### src/hw/rtl/palx_ram.sv
// Generic single-write, single-read RAM with registered read data.
// No dependencies.
module palx_ram #(
   parameter int WIDTH = 8,
   parameter int DEPTH = 16
) (
   input  logic                     clock,
   input  logic                     we,
   input  logic [$clog2(DEPTH)-1:0] waddr,
   input  logic [WIDTH-1:0]         wdata,
   input  logic [$clog2(DEPTH)-1:0] raddr,
   output logic [WIDTH-1:0]         rdata
);

   logic [WIDTH-1:0] mem [DEPTH];

   // write port and registered read port
   always_ff @(posedge clock) begin
      if (we) begin
         mem[waddr] <= wdata;
      end
      rdata <= mem[raddr];
   end

endmodule
### config.mk
export PLATFORM = sky130hd
export DESIGN_NAME = palx_ram
export DESIGN_NICKNAME = d
export VERILOG_FILES = /design/src/hw/rtl/palx_ram.sv
export SDC_FILE = /design/constraint.sdc
export NUM_CORES = 1
export LEC_CHECK = 0
export BUFFER_PORTS_ARGS = -buffer_cell sky130_fd_sc_hd__buf_4
export CAP_MARGIN = 25
export CORE_MARGIN = 2
export CORE_UTILIZATION = 30
export CTS_CLUSTER_SIZE = 28
export DETAILED_ROUTE_END_ITERATION = 7
export PLACE_DENSITY = 0.51
export SYNTH_ARGS = -nofsm -noshare
export SYNTH_HDL_FRONTEND = slang
export SYNTH_SLANG_ARGS = --single-unit
### constraint.sdc
create_clock -name clock -period 1.61 [get_ports clock]
set_clock_uncertainty 0.2 [all_clocks]
set_input_delay 0.0805 -clock clock [delete_from_list [all_inputs] [get_ports clock]]
set_output_delay 0.0805 -clock clock [all_outputs]
set_load 0.01 [all_outputs]
==> qor.csv <==
stage;metric;value;unit
yosys;synth top area cells;edfxtp_1, mux4_2, mux4_1;
clock_tree;clk_lat worst skew;0.41;ns
sta;hold slack;0.0551;ns
floorplan;Std-Cell Rows;47;
clock_tree;Clock Pin Slew Worst Setup and Hold Paths;0.05;ns
drt;routed vias;2432;
worst_setup_path;crit-path max cell delay;0.53;ns
yosys;Avg Inst Size Synth;22.5;um^2
sta;Least-Margin Pin Slew;0.788;ns
floorplan;Die X;135;um
cells_and_area;non-filler cells, final;531;
worst_setup_path;crit path max-delay cell type;mux4_1;
placed_design;Detail Placement HPWL;7.04;mm
yosys;Post-Synthesis Cells;229;
sta;RSZ-0062 raised after global routing;false;
sta;Setup TNS;0;ns
sta;fin crit share;95.5;%
yosys;Synth area leader;edfxtp_1;
placed_design;# placed instances;489;
worst_setup_path;Worst Setup End Kind;register;
job;max cap viols;0;
floorplan;core area;0.0167;mm^2
worst_setup_path;WS Path Type;register to register;
global_routing;first-pass GRT wire length;16.2;mm
global_routing;grt ovf;0;
yosys;Synth Register Bits;136;
worst_setup_path;crit-path leading delay family;multiplexers;
sta;Hold Vio Cnt, Final;0;
cells_and_area;Layout fillers;1517;
yosys;share of the synthesized area in the top cell type;74.7;%
sta;normalized max-slew margin;47.3;%
worst_setup_path;CP required;1.69;ns
power;P_leak;2.18;nW
cells_and_area;layout cells sized above 1;31.8;%
drt;WL/cell;19.7;um
cells_and_area;final net count;316;
floorplan;Die H;135;um
sta;highest clock rate;650;MHz
yosys;sequential share of the synthesized area;77.8;%
drt;vias per cell;4.58;
placed_design;pre-CTS WS;-0.121;ns
clock_tree;H-tree levels;4;
yosys;syn_nets;247;
power;pwr/cell area;1260;mW/mm^2
global_routing;pin count of the biggest net entering global routing;17;
drt;final antenna-violating net count;0;
global_routing;number of global-route vias before repair;2623;
clock_tree;CTS Root Cell;clkbuf_16;
worst_setup_path;Worst Path Arrival;1.62;ns
clock_tree;CTS buffer count;17;
yosys;Async SR Flop Fraction;0;%
sta;Setup-failing EPs final;0;
worst_setup_path;critical path, cell by cell;mux4_1, a22oi_2, nand2_2;
power;maximum vdd drop;738;uV
drt;initial drt markers;177;
clock_tree;Max Root-Sink Buffers;2;
yosys;ys flop type;edfxtp_1;
cells_and_area;number of diodes;0;
global_routing;initial antenna violation count;0;
floorplan;effective utilization at floorplan;30.8;%
floorplan;DIE AREA;0.0182;mm^2
placed_design;Final GP Congestion;0.664;
power;Final Power;8.17;mW
drt;drt first pass iters;4;
yosys;Synth Warn #;0;
worst_setup_path;critical path fanouts, max;1;
placed_design;Port Buf Inserts;25;
drt;DRC;0;
clock_tree;Setup Fix Bufs, Post-CTS;0;
cells_and_area;area grow syn2layout;25.5;%
sta;Tmin final;1.54;ns
yosys;Post-synth EDFFs;128;
sta;worst setup margin;0.0717;ns
drt;Routed WL;10.5;mm
clock_tree;TritonCTS clock tree;built;
global_routing;gr usage total;12.7;%
hold_path;worst hold path class;input pin to register;
yosys;Mapped Area;0.00515;mm^2
worst_setup_path;CP Launch Type;register;
clock_tree;CTS Sinks;136;
worst_setup_path;Buf/Inv on CP;0;
run_status;status;finished clean;
floorplan;Top-Level Pins;26;
yosys;Netlist cell types;19;
sta;final slew viol count;0;
-- synthesized netlist by cell type, types with 2 or more instances --
cell,count
edfxtp_1,128
mux4_2,18
a22oi_1,16
mux4_1,14
nor2_1,13
nand2_1,9
dfxtp_1,8
nor3_1,4
buf_2,3
buf_6,3
clkdlybuf4s25_2,3
nand2b_1,2
nand3b_1,2
-- final cells by class --
cell class,instances,area [um^2],area share [%]
flip-flops and latches,136,4000,62.0
multi-input cells,83,1080,16.8
clock buffers,21,440,6.82
repair buffers,60,526,8.13
clock inverters,11,130,2.01
well taps,220,275,4.26
-- registers in the layout, summed over array words and instances (netlist names) --
register	cells
mem	128
rdata	8
-- metal layers --
metal	track usage (%)	up-vias	wire length, um
li1	-	1107	-
met3	4.17	11	576
met2	19.9	56	5180
met1	16.8	1258	4610
met4	4.17	0	119
met5	0	-	0
-- path summary, 6_finish.rpt --
check / start / endpoint / slack, ns / depth (start not counted)
setup / recovery: mem[1][0] / rdata[0] / 0.07 / 3
hold / removal: raddr[2] / rdata[3] / 0.06 / 4
setup reg to reg: mem[1][0] / rdata[0] / 0.07 / 3
hold reg to reg: mem[7][1] / rdata[1] / 0.48 / 3
-- per-stage QoR --
step | util, % | cell area, um^2
6_report | 38.7 | 6460
3_3_place_gp | 34.5 | 5770
2_1_floorplan | - | 5150
4_1_cts | 38.5 | 6440
5_1_grt | 38.7 | 6460
3_5_place_dp | 34.5 | 5770
-- layout by cell type, fill, tap and decap left out --
master	Yosys	layout
nand2b_1	2	2
nand3_1	1	1
buf_4	1	46
nand2_2	0	1
clkbuf_1	0	4
dlygate4sd3_1	0	10
and2_1	1	1
nor2b_1	1	1
clkbuf_16	0	17
and2b_1	1	1
edfxtp_1	128	128
mux4_1	14	14
nand2_1	9	8
clkinvlp_4	0	2
dfxtp_1	8	8
buf_12	0	4
nand3b_1	2	2
mux4_2	18	18
a22oi_2	0	4
clkinv_1	0	4
or3b_2	1	1
a22oi_1	16	12
nor3_2	0	1
nor2_1	13	13
bufinv_16	0	3
clkinv_2	0	2
nor3_1	4	3
-- worst reg2reg max path, delay by kind of cell (launching register included) --
kind,cells,cell delay (ns)
AO/OA/AOI/OAI,1,0.23
flip-flops,1,0.35
multiplexers,1,0.53
AND/OR/NAND/NOR,1,0.10
-- timing repair --
item,in CTS,in global routing
resized for setup,0,5
hold buffers,10,0
hold endpoints to repair,152,0
endpoints found under the setup margin,0,3
-- kinds of logic after synthesis --
group / count (synthesis) / synth area share [%]
AO/OA/AOI/OAI: 16 / 2.33
buffers and inverters: 10 / 1.68
flip-flops: 136 / 77.8
multiplexers: 32 / 15.0
AND/OR/NAND/NOR: 35 / 3.18
-- power breakdown --
group          leakage [nW]  internal, mW  switching [mW]
combinational         0.683         0.220           0.227
clock                 0.271          2.40            1.33
sequential             1.22          3.96          0.0240
Power figures use the tool's default switching activity.
